==> config.mk <==
export PLATFORM = sky130hd
export DESIGN_NAME = rc_channel_frame_encoder_top
export DESIGN_NICKNAME = d
export VERILOG_FILES = /design/src/hdl/rcfe_pkg.sv /design/src/hdl/rcfe_front.sv /design/src/hdl/rcfe_queue.sv /design/src/hdl/rcfe_back.sv /design/src/hdl/rc_channel_frame_encoder_top.sv
export SDC_FILE = /design/constraint.sdc
export NUM_CORES = 1
export LEC_CHECK = 0
export ABC_AREA = 1
export BUFFER_PORTS_ARGS = -buffer_cell sky130_fd_sc_hd__buf_2
export CORE_ASPECT_RATIO = 0.6
export CORE_MARGIN = 2
export CORE_UTILIZATION = 45
export CTS_BUF_LIST = sky130_fd_sc_hd__clkbuf_16
export DETAILED_ROUTE_END_ITERATION = 10
export GPL_TIMING_DRIVEN = 0
export PLACE_DENSITY_LB_ADDON = 0.15
export SLEW_MARGIN = 5
export SYNTH_ARGS = -nofsm -noshare
export SYNTH_HDL_FRONTEND = slang
export SYNTH_SLANG_ARGS = --single-unit
export TNS_END_PERCENT = 1
==> constraint.sdc <==
create_clock -name clk -period 11.6 [get_ports clk]
set_input_delay 0.58 -clock clk [delete_from_list [all_inputs] [get_ports clk]]
set_output_delay 0.58 -clock clk [all_outputs]
set_load 0.02 [all_outputs]
==> src/hdl/rcfe_pkg.sv <==
// Shared types and constants for the stick-channel frame encoder.
// Used by the front, queue, back and top-level modules; depends on nothing.
package rcfe_pkg;

  // Configuration register indexes
  localparam logic [2:0] REG_MIN_VALUE     = 3'd0;
  localparam logic [2:0] REG_MAX_VALUE     = 3'd1;
  localparam logic [2:0] REG_SOURCE_BYTE   = 3'd2;
  localparam logic [2:0] REG_DEST_BYTE     = 3'd3;
  localparam logic [2:0] REG_KIND_BYTE     = 3'd4;
  localparam logic [2:0] REG_RESPONSE_BYTE = 3'd5;
  localparam logic [2:0] REG_ID_BYTE       = 3'd6;

  // Configuration reset values
  localparam logic signed [12:0] MIN_VALUE_RST = -13'sd1600;
  localparam logic signed [12:0] MAX_VALUE_RST = 13'sd1600;
  localparam logic [7:0]         ID_BYTE_RST   = 8'd200;

  // Frame marker bytes
  localparam logic [7:0] CHAR_DOLLAR = 8'h24;  // '$'
  localparam logic [7:0] CHAR_M      = 8'h4D;  // 'M'
  localparam logic [7:0] CHAR_LT     = 8'h3C;  // '<'

  // 6*v/16 + 1500 rounded half up = floor((3*v + 8*1500 + 4) / 8)
  localparam logic signed [16:0] SCALE_BIAS = 17'sd12004;

  // Byte positions within one channel's request on the output side
  localparam logic [3:0] STEP_SRC  = 4'd0;
  localparam logic [3:0] STEP_DST  = 4'd1;
  localparam logic [3:0] STEP_KIND = 4'd2;
  localparam logic [3:0] STEP_RESP = 4'd3;
  localparam logic [3:0] STEP_DLR  = 4'd4;
  localparam logic [3:0] STEP_M    = 4'd5;
  localparam logic [3:0] STEP_LT   = 4'd6;
  localparam logic [3:0] STEP_LEN  = 4'd7;
  localparam logic [3:0] STEP_ID   = 4'd8;
  localparam logic [3:0] STEP_LO   = 4'd9;
  localparam logic [3:0] STEP_HI   = 4'd10;
  localparam logic [3:0] STEP_CKS  = 4'd11;

  typedef struct packed {
    logic signed [12:0] min_value;
    logic signed [12:0] max_value;
    logic [7:0]         source_byte;
    logic [7:0]         dest_byte;
    logic [7:0]         kind_byte;
    logic [7:0]         response_byte;
    logic [7:0]         id_byte;
  } cfg_t;

  // One classified channel waiting for the back end
  typedef struct packed {
    logic [15:0] scaled;
    logic        warn;
    logic        first;
    logic        last;
  } entry_t;

endpackage

==> src/hdl/rcfe_front.sv <==
// Front end: accepts channel values, clamps and scales them, and tags frame position.
// Depends on rcfe_pkg.
module rcfe_front #(
  parameter int NUM_CHANNELS = 16
) (
  input  logic                clk,
  input  logic                rst_n,
  input  rcfe_pkg::cfg_t      cfg,
  input  logic                in_tvalid,
  output logic                in_tready,
  input  logic signed [12:0]  channel_value,
  input  logic                q_full,
  output logic                q_push,
  output rcfe_pkg::entry_t    q_entry
);

  localparam int IDX_W = (NUM_CHANNELS > 1) ? $clog2(NUM_CHANNELS) : 1;
  localparam logic [IDX_W-1:0] IDX_LAST = IDX_W'(NUM_CHANNELS - 1);

  logic [IDX_W-1:0]   idx_r, idx_nxt;
  logic signed [12:0] v_cl;
  logic               warn;
  logic signed [16:0] num;
  logic signed [16:0] q;

  assign in_tready = !q_full;
  assign q_push    = in_tvalid && in_tready;

  // Clamp, upper bound first
  always_comb begin
    v_cl = channel_value;
    warn = 1'b0;
    if (channel_value > cfg.max_value) begin
      v_cl = cfg.max_value;
      warn = 1'b1;
    end else if (channel_value < cfg.min_value) begin
      v_cl = cfg.min_value;
      warn = 1'b1;
    end
  end

  // Scale by 3/8 with half-up rounding; floor through arithmetic shift
  assign num = (17'(v_cl) <<< 1) + 17'(v_cl) + rcfe_pkg::SCALE_BIAS;
  assign q   = num >>> 3;

  assign q_entry.scaled = q[15:0];
  assign q_entry.warn   = warn;
  assign q_entry.first  = (idx_r == '0);
  assign q_entry.last   = (idx_r == IDX_LAST);

  // Advance the channel position on each accepted request
  always_comb begin
    idx_nxt = idx_r;
    if (q_push) begin
      if (idx_r == IDX_LAST) begin
        idx_nxt = '0;
      end else begin
        idx_nxt = idx_r + 1'b1;
      end
    end
  end

  always_ff @(posedge clk) begin
    if (!rst_n) begin
      idx_r <= '0;
    end else begin
      idx_r <= idx_nxt;
    end
  end

endmodule

==> src/hdl/rcfe_queue.sv <==
// Short show-ahead queue between the front and back ends.
// Depends on rcfe_pkg for the entry type.
module rcfe_queue #(
  parameter int DEPTH = 4
) (
  input  logic             clk,
  input  logic             rst_n,
  input  logic             push,
  input  rcfe_pkg::entry_t push_entry,
  output logic             full,
  input  logic             pop,
  output logic             head_valid,
  output rcfe_pkg::entry_t head_entry
);

  localparam int PTR_W = (DEPTH > 1) ? $clog2(DEPTH) : 1;
  localparam int CNT_W = $clog2(DEPTH + 1);

  rcfe_pkg::entry_t mem [DEPTH];
  logic [PTR_W-1:0] wr_ptr_r, wr_ptr_nxt;
  logic [PTR_W-1:0] rd_ptr_r, rd_ptr_nxt;
  logic [CNT_W-1:0] count_r, count_nxt;

  assign full       = (count_r == CNT_W'(DEPTH));
  assign head_valid = (count_r != '0);
  assign head_entry = mem[rd_ptr_r];

  // Advance pointers with wrap at the depth
  always_comb begin
    wr_ptr_nxt = wr_ptr_r;
    rd_ptr_nxt = rd_ptr_r;
    count_nxt  = count_r;
    if (push) begin
      wr_ptr_nxt = (wr_ptr_r == PTR_W'(DEPTH - 1)) ? '0 : wr_ptr_r + 1'b1;
    end
    if (pop) begin
      rd_ptr_nxt = (rd_ptr_r == PTR_W'(DEPTH - 1)) ? '0 : rd_ptr_r + 1'b1;
    end
    if (push && !pop) begin
      count_nxt = count_r + 1'b1;
    end else if (pop && !push) begin
      count_nxt = count_r - 1'b1;
    end
  end

  always_ff @(posedge clk) begin
    if (!rst_n) begin
      wr_ptr_r <= '0;
      rd_ptr_r <= '0;
      count_r  <= '0;
    end else begin
      wr_ptr_r <= wr_ptr_nxt;
      rd_ptr_r <= rd_ptr_nxt;
      count_r  <= count_nxt;
    end
  end

  // Store pushed entries
  always_ff @(posedge clk) begin
    if (push) begin
      mem[wr_ptr_r] <= push_entry;
    end
  end

endmodule

==> src/hdl/rcfe_back.sv <==
// Back end: emits queued channel payloads with frame header and checksum bytes.
// Depends on rcfe_pkg; drives the registered output stream.
module rcfe_back #(
  parameter int NUM_CHANNELS = 16
) (
  input  logic             clk,
  input  logic             rst_n,
  input  rcfe_pkg::cfg_t   cfg,
  input  logic             head_valid,
  input  rcfe_pkg::entry_t head_entry,
  output logic             pop,
  output logic             out_tvalid,
  input  logic             out_tready,
  output logic [7:0]       out_byte,
  output logic             frame_last,
  output logic             clamp_warning
);

  localparam logic [7:0] LEN_BYTE = 8'((2 * NUM_CHANNELS) % 256);

  logic       started_r, started_nxt;
  logic [3:0] step_r, step_nxt;
  logic [7:0] cks_r, cks_nxt;
  logic       out_valid_r, out_valid_nxt;
  logic [7:0] out_data_r;
  logic       out_last_r;
  logic       out_warn_r;
  logic       load;
  logic [3:0] eff_step;
  logic [3:0] final_step;
  logic [7:0] byte_sel;

  assign load       = head_valid && (!out_valid_r || out_tready);
  assign eff_step   = started_r ? step_r :
                      (head_entry.first ? rcfe_pkg::STEP_SRC : rcfe_pkg::STEP_LO);
  assign final_step = head_entry.last ? rcfe_pkg::STEP_CKS : rcfe_pkg::STEP_HI;
  assign pop        = load && (eff_step == final_step);

  // Pick the byte for the current position
  always_comb begin
    unique case (eff_step)
      rcfe_pkg::STEP_SRC:  byte_sel = cfg.source_byte;
      rcfe_pkg::STEP_DST:  byte_sel = cfg.dest_byte;
      rcfe_pkg::STEP_KIND: byte_sel = cfg.kind_byte;
      rcfe_pkg::STEP_RESP: byte_sel = cfg.response_byte;
      rcfe_pkg::STEP_DLR:  byte_sel = rcfe_pkg::CHAR_DOLLAR;
      rcfe_pkg::STEP_M:    byte_sel = rcfe_pkg::CHAR_M;
      rcfe_pkg::STEP_LT:   byte_sel = rcfe_pkg::CHAR_LT;
      rcfe_pkg::STEP_LEN:  byte_sel = LEN_BYTE;
      rcfe_pkg::STEP_ID:   byte_sel = cfg.id_byte;
      rcfe_pkg::STEP_LO:   byte_sel = head_entry.scaled[7:0];
      rcfe_pkg::STEP_HI:   byte_sel = head_entry.scaled[15:8];
      rcfe_pkg::STEP_CKS:  byte_sel = cks_r;
      default:             byte_sel = 8'h00;
    endcase
  end

  // Sequence position, checksum and output valid
  always_comb begin
    started_nxt   = started_r;
    step_nxt      = step_r;
    cks_nxt       = cks_r;
    out_valid_nxt = out_valid_r;
    if (out_tready) begin
      out_valid_nxt = 1'b0;
    end
    if (load) begin
      out_valid_nxt = 1'b1;
      if (pop) begin
        started_nxt = 1'b0;
      end else begin
        started_nxt = 1'b1;
        step_nxt    = eff_step + 4'd1;
      end
      case (eff_step) inside
        rcfe_pkg::STEP_LEN: cks_nxt = LEN_BYTE;
        rcfe_pkg::STEP_ID:  cks_nxt = cks_r ^ cfg.id_byte;
        rcfe_pkg::STEP_LO,
        rcfe_pkg::STEP_HI:  cks_nxt = cks_r ^ byte_sel;
        default:            cks_nxt = cks_r;
      endcase
    end
  end

  always_ff @(posedge clk) begin
    if (!rst_n) begin
      started_r   <= 1'b0;
      step_r      <= rcfe_pkg::STEP_SRC;
      cks_r       <= 8'h00;
      out_valid_r <= 1'b0;
    end else begin
      started_r   <= started_nxt;
      step_r      <= step_nxt;
      cks_r       <= cks_nxt;
      out_valid_r <= out_valid_nxt;
    end
  end

  // Hold output payload until taken
  always_ff @(posedge clk) begin
    if (load) begin
      out_data_r <= byte_sel;
      out_last_r <= (eff_step == rcfe_pkg::STEP_CKS);
      out_warn_r <= head_entry.warn;
    end
  end

  assign out_tvalid    = out_valid_r;
  assign out_byte      = out_data_r;
  assign frame_last    = out_last_r;
  assign clamp_warning = out_warn_r;

endmodule

==> src/hdl/rc_channel_frame_encoder_top.sv <==
// Top level of the stick-channel frame encoder: configuration registers and
// the front / queue / back chain. Depends on rcfe_pkg, rcfe_front, rcfe_queue, rcfe_back.
//
//  channel | direction | handshake           | payload
//  in_     | slave     | in_tvalid/in_tready | in_tdata[12:0] channel_value
//  out_    | master    | out_tvalid/tready   | tdata out_byte, tlast frame_last,
//          |           |                     | tuser clamp_warning
//  cfg_    | slave     | cfg_valid/cfg_ready | cfg_index, cfg_data[12:0]
//
// The back end emits one byte per cycle while the output is ready and the queue holds
// an entry: 2 per channel, 9 more before the first channel of a frame and 1 more after
// the last, so a frame of N channels has 2*N+10 bytes (42 at 16 channels).
// Clamp and scale are combinational in the front; a 4-entry queue lets the front
// run ahead while the output stalls. Reset is synchronous and clears all control
// state; configuration writes are taken every cycle.
module rc_channel_frame_encoder_top #(
  parameter int NUM_CHANNELS = 16,
  parameter int QUEUE_DEPTH  = 4
) (
  input  logic        clk,
  input  logic        rst_n,
  input  logic        in_tvalid,
  output logic        in_tready,
  input  logic [15:0] in_tdata,   // [12:0] channel_value, [15:13] zero
  output logic        out_tvalid,
  input  logic        out_tready,
  output logic [7:0]  out_tdata,  // [7:0] out_byte
  output logic        out_tlast,  // frame_last
  output logic        out_tuser,  // [0] clamp_warning
  input  logic        cfg_valid,
  output logic        cfg_ready,
  input  logic [2:0]  cfg_index,
  input  logic [12:0] cfg_data
);

  rcfe_pkg::cfg_t   cfg_r, cfg_nxt;
  logic             q_full;
  logic             q_push;
  rcfe_pkg::entry_t q_entry;
  logic             q_pop;
  logic             head_valid;
  rcfe_pkg::entry_t head_entry;

  assign cfg_ready = 1'b1;

  // Decode configuration writes
  always_comb begin
    cfg_nxt = cfg_r;
    if (cfg_valid && cfg_ready) begin
      unique case (cfg_index)
        rcfe_pkg::REG_MIN_VALUE:     cfg_nxt.min_value     = signed'(cfg_data);
        rcfe_pkg::REG_MAX_VALUE:     cfg_nxt.max_value     = signed'(cfg_data);
        rcfe_pkg::REG_SOURCE_BYTE:   cfg_nxt.source_byte   = cfg_data[7:0];
        rcfe_pkg::REG_DEST_BYTE:     cfg_nxt.dest_byte     = cfg_data[7:0];
        rcfe_pkg::REG_KIND_BYTE:     cfg_nxt.kind_byte     = cfg_data[7:0];
        rcfe_pkg::REG_RESPONSE_BYTE: cfg_nxt.response_byte = cfg_data[7:0];
        rcfe_pkg::REG_ID_BYTE:       cfg_nxt.id_byte       = cfg_data[7:0];
        default:                     cfg_nxt = cfg_r;
      endcase
    end
  end

  always_ff @(posedge clk) begin
    if (!rst_n) begin
      cfg_r.min_value     <= rcfe_pkg::MIN_VALUE_RST;
      cfg_r.max_value     <= rcfe_pkg::MAX_VALUE_RST;
      cfg_r.source_byte   <= 8'h00;
      cfg_r.dest_byte     <= 8'h00;
      cfg_r.kind_byte     <= 8'h00;
      cfg_r.response_byte <= 8'h00;
      cfg_r.id_byte       <= rcfe_pkg::ID_BYTE_RST;
    end else begin
      cfg_r <= cfg_nxt;
    end
  end

  rcfe_front #(
    .NUM_CHANNELS (NUM_CHANNELS)
  ) u_front (
    .clk           (clk),
    .rst_n         (rst_n),
    .cfg           (cfg_r),
    .in_tvalid     (in_tvalid),
    .in_tready     (in_tready),
    .channel_value (signed'(in_tdata[12:0])),
    .q_full        (q_full),
    .q_push        (q_push),
    .q_entry       (q_entry)
  );

  rcfe_queue #(
    .DEPTH (QUEUE_DEPTH)
  ) u_queue (
    .clk        (clk),
    .rst_n      (rst_n),
    .push       (q_push),
    .push_entry (q_entry),
    .full       (q_full),
    .pop        (q_pop),
    .head_valid (head_valid),
    .head_entry (head_entry)
  );

  rcfe_back #(
    .NUM_CHANNELS (NUM_CHANNELS)
  ) u_back (
    .clk           (clk),
    .rst_n         (rst_n),
    .cfg           (cfg_r),
    .head_valid    (head_valid),
    .head_entry    (head_entry),
    .pop           (q_pop),
    .out_tvalid    (out_tvalid),
    .out_tready    (out_tready),
    .out_byte      (out_tdata),
    .frame_last    (out_tlast),
    .clamp_warning (out_tuser)
  );

endmodule

# Word-level counts from Yosys, hierarchy flattened
# Memories as Yosys holds them, arrays and structs flattened. A register that Yosys moved wholly into a read port is not among the register bits.
# Index checks and enable logic that the tools add are counted.
classes:
  add_sub_neg: 8
  magnitude_cmp: 2
  eq_ne: 22
  muxes: 23
  bitwise_logic: 3
  n_reduce_logical: 27
ops:
  columns: ["op", "n"]
  rows:
  - ["8-bit one-hot mux with 12 select lines", 1]
  - ["13-bit 2-to-1 mux", 2]
  - ["8-bit 2-to-1 mux", 3]
  - ["4-bit equality test, second input constant", 5]
  - ["2-bit AND reduction", 9]
  - ["17-bit by 15-bit adder with 17-bit output, second input constant", 1]
  - ["4-bit by 3-bit equality test with 1-bit output, second input constant", 4]
  - ["8-bit XOR", 2]
  - ["14-bit by 13-bit adder with 15-bit output", 1]
  - ["13-bit greater-than comparator", 1]
  - ["13-bit < comparator", 1]
  - ["3-bit equality test, second input constant", 4]
  - ["4-bit 2-to-1 mux", 3]
  - ["4-bit by 1-bit adder with 4-bit output, second input constant", 2]
  - ["4-bit by 2-bit equality test with 1-bit output, second input constant", 2]
  - ["4-bit zero test", 2]
  - ["1-bit 2-to-1 mux", 8]
  - ["2-bit 2-to-1 mux", 4]
  - ["3-bit by 2-bit equality test with 1-bit output, second input constant", 2]
  - ["3-bit 2-to-1 mux", 2]
  - ["3-bit nonzero test", 2]
  - ["1-bit logical AND", 5]
  - ["2-bit by 1-bit adder with 2-bit output, second input constant", 2]
  - ["2-bit equality test, second input constant", 2]
  - ["11 further kinds", 15]
totals:
  regBits: 101
  ramBits: 76
  inputBits: 37
  output_inout_bits: 13
  elab_cells: 104
  mem_count: 1
memory_table:
  columns: ["name", "words", "width", "read_ports", "rd_clocked_by_memory_dff", "wr", "line", "rtl"]
  rows:
  - ["u_queue.mem", 4, 19, 1, 1, 1, "rcfe_queue.sv:19", "rcfe_pkg::entry_t mem [DEPTH];"]

# Longest topological paths before layout
logic_depth:
  word_depth: 8
  depth_mapped: 31
  ltp_nobuf: 30

# By module
# A second synthesis with hierarchy kept.
unflattened:
  cells_unflattened: 1198
  area_unflattened_um2: 9800.6
modules_own_cells:
  columns: ["module", "instances", "cells_each", "area_each_um2", "seq_area_each_um2"]
  rows:
  - ["rcfe_queue", 1, 244, 3316.9, 2462.4]
  - ["rc_channel_frame_encoder_top", 1, 377, 2618.8, 1321.3]
  - ["rcfe_front", 1, 336, 2180.8, 80.1]
  - ["rcfe_back", 1, 241, 1684.1, 580.6]

# Worst setup path before layout
# No wires, ideal clock.
synth_timing:
  path_kind: "input to register"
  from: "input port in_tdata[12]"
  to: "memory u_queue.mem[0][14] (netlist name), data pin"
  setup_time_ns: 0.265
  t_arrival_ns: 3.868
  required_time_ns: 11.335
  path_slack_ns: 7.467
  cell_stages: 26
  n_path_buf: 1
  cell_sequence: "ha_1 > nand2_2 > nor2_2 > nand2_2 > nor2_1 > nor2_1 > nand3_1 > nand2_1 > clkbuf_1 > nand2_1 > a31oi_1 > ha_1 > a21oi_1 > nand2_2 > nand2_2 > nand2_1 > nand2_2 > nand2_1 > inv_2 > nand3_2 > nand2_2 > nand2_4 > o21bai_2 > nand2_1 > nand2_1 > nand2_1"
synth_rtl:
  columns: ["item", "line", "rtl"]
  rows:
  - ["start: declaration", "rc_channel_frame_encoder_top.sv:24", "input logic [15:0] in_tdata,"]
  - ["end: declaration", "rcfe_queue.sv:19", null]

==> flow_summary.yaml <==
outcome:
  status: "finished clean"
placed_design:
  io_buffers: 44
  dpl.cell_count: 1398
  gp_congestion: 0.880
  dpl.hpwl_um: 18800
logic_synthesis:
  synthAdderAreaFrac_pct: 7.14
  syn_nets: 1170
  ys_warn_count: 0
  yosysUniqueCellTypes: 47
  synth_compound_area_share_pct: 16.1
  yosys-top-cells-count: "nand2_1, nor2_1, inv_1"
  syn_avg_cell_area_um2: 8.29
  synth_cells: 1083
  post_synth_xor_area_fraction_pct: 1.45
  synthMostInstantiatedCell: "nand2_1"
  synth_edf_count: 78
  yosys.area_share.simple_pct: 21.6
  muxShareOfSynthArea_pct: 0
  seq_area_frac_synth_pct: 46.8
  yosys_register_bits: 171
  synth_top_family_by_area: "simple AND/OR/NAND/NOR gates"
  ys_async_sr_fraction_pct: 0
  syn_area_um2: 8970
  synthFlopType: "dfxtp_1"
  synth.area.top_cells: "edfxtp_1, dfxtp_1, nand2_1"
  synth_top_area_cell: "edfxtp_1"
  synth_top_area_share_pct: 26.1
global_route:
  global_route.overflow_total: 0
  grt_util_all_layers_pct: 24.2
  first_global_vias: 7097
  grt_pass1_wl_um: 39300
  grt_max_degree: 18
  grt_antenna_before_repair: 0
clocking:
  cts_resized: 0
  htreeDepth: 4
  root_buffer: "clkbuf_16"
  cts_tree: "yes"
  cts_setup_buffers: 0
  clkTransAtPathRegs_ps: 70
  insertion_delay_ps: 440
  clkSinkCount: 171
  cts_buffers: 17
  clk_path_buf_depth: 2
  hold_buffers: 0
die:
  core_um2: 19300
  die_w_um: 186
  row_count: 39
  start_util_pct: 46.6
  die_h_um: 113
  dieArea_um2: 21100
  io_pins: 50
routing:
  drtAntennaViolNets: 0
  remaining_drc_errors: 0
  wirelength_um: 25000
  first_pass_iters: 5
  vias: 7670
  via_per_inst: 5.36
  wire_per_inst_um: 17.5
  initialDrtViolationCount: 674
finish:
  diodes: 0
  synthToLayoutAreaGrowth_pct: 13.4
  layout-drive-gt1-share_pct: 13.2
  num-nets-final: 1238
  final_cells: 1430
flow_run:
  drv_cap: 0
timing:
  final_max_slew_viol_count: 0
  fmax_mhz: 193
  fin_crit_sh_pct: 44.7
  setup_tns_ps: 0
  finClkSkew_ps: 12.6
  worst_hold_slack_ps: 373
  period_needed_ps: 5190
  tightest_slew_ps: 857
  hold_viol_final: 0
  timing.slew.headroom_pct: 42.6
  final-setup-viol-count: 0
  grt_setup_unrepaired: "false"
critical_path:
  reg2reg_slack_ps: 6410
  crit_buf_inv: 4
  crit_fanout: 10
  start_kind: "register"
  slowest_delay_ps: 510
  critical_path_class: "register to register"
  reg2regPathDepth: 27
  critPathTopFamily: "simple AND/OR/NAND/NOR gates"
  crit_top_cell: "nand2_1"
  required_ps: 11720
  worstPathArrival_ps: 5310
  slowest_stage: "clkbuf_1"
  cp-end-kind: "register"
  timing.rr.end: "u_queue.mem[0][14]$_DFFE_PP_"
  reg2reg_from: "cfg_r[65]$_SDFFE_PN1P_"
pwr:
  power_density_nw_per_um2: 182
  total_power_w: 0.00185
  ir_drop_v: 0.000113
  power_leakage_nw: 4.33
min_path:
  hold_start: "cfg_data[10]"
  whs_endpoint: "cfg_r[50]$_SDFFE_PN1P_"
  min_path_cells: 3
  hold_class: "input port to register"
==> metrics by stage <==
step	setup WS, ps	cell area (um2)	util (%)
CTS	6520	10200	52.8
global route	6020	10200	52.8
global placement	6330	9530	49.4
finish	6410	10200	52.8
floorplan	7470	8970	-
detailed placement	6210	9610	49.9
==> power breakdown <==
part / switching (W) / internal, W
clock network: 0.000268 / 0.000283
logic: 0.000372 / 0.000155
registers: 0.0000241 / 0.000746
==> worst max-delay path by stage <==
stage	from	end	slack, ps	cells after the start
2_1_floorplan	in_tdata[12]	u_queue.mem[0][14]$_DFFE_PP_	7470	26
3_5_place_dp	in_tdata[12]	u_queue.mem[0][14]$_DFFE_PP_	6210	27
4_1_cts	cfg_r[65]$_SDFFE_PN1P_	u_queue.mem[0][14]$_DFFE_PP_	6520	27
5_1_grt	cfg_r[65]$_SDFFE_PN1P_	u_queue.mem[0][14]$_DFFE_PP_	6020	27
6_report	cfg_r[65]$_SDFFE_PN1P_	u_queue.mem[0][14]$_DFFE_PP_	6410	27
3_3_place_gp	in_tdata[12]	u_queue.mem[0][14]$_DFFE_PP_	6330	27
==> worst register-to-register path: cells and delay by family, from the launching register on <==
kind	cells	cell delay, ps
adders and majority gates	2	740
buffers and inverters	4	670
AOI/OAI and AO/OA	3	920
and+or+nand+nor	18	2200
DFF	1	340
==> layout make-up <==
cell class	count	area, um2
inverters	132	498
flip-flops and latches	171	4200
multi-input cells	752	4170
repair buffers	49	292
fillers	1826	9100
clock inverters	15	136
clock buffers	17	425
well taps	266	333
plain buffers	28	114
==> registers in the layout, indices dropped and copies added, names as in the netlist, named ones only <==
signal,cells
u_front.idx_r,4
u_back.out_tvalid,1
u_back.started_r,1
u_queue.wr_ptr_r,2
u_back.cks_r,8
cfg_r,66
u_queue.rd_ptr_r,2
u_back.frame_last,1
u_queue.count_r,3
u_back.out_byte,8
u_back.clamp_warning,1
u_back.step_r,4
u_queue.mem,68
==> cell usage in the layout (no fill, tap or decap), drive strengths merged, types with 17 or more instances in the layout <==
master / netlist / layout
dfxtp: 93 / 93
clkbuf: 23 / 40
buf: 5 / 54
nand3: 51 / 51
edfxtp: 78 / 78
ha: 48 / 48
inv: 131 / 138
nor2: 149 / 149
o21ai: 116 / 116
a21oi: 75 / 75
nand2: 209 / 209
nand4: 17 / 17
==> routing by layer <==
layer | vias up | share of wire (%) | global-route usage (%)
met1 | 3590 | 51 | 37.3
met5 | - | 0 | 0
met4 | 0 | 1.0 | 5.23
met3 | 20 | 8.6 | 5.69
met2 | 260 | 39 | 34.1
li1 | 3800 | - | -
==> cell families (layout without fill, tap and decap cells) <==
family / Yosys count / after routing
adder cells (fa/ha/maj): 50 / 50
flip-flops: 171 / 171
AO/OA/AOI/OAI: 251 / 251
buffers and inverters: 160 / 241
XOR/XNOR: 14 / 14
AND/OR/NAND/NOR: 436 / 436
other: 1 / 1
No activity file was read; power rests on OpenSTA's default activity.
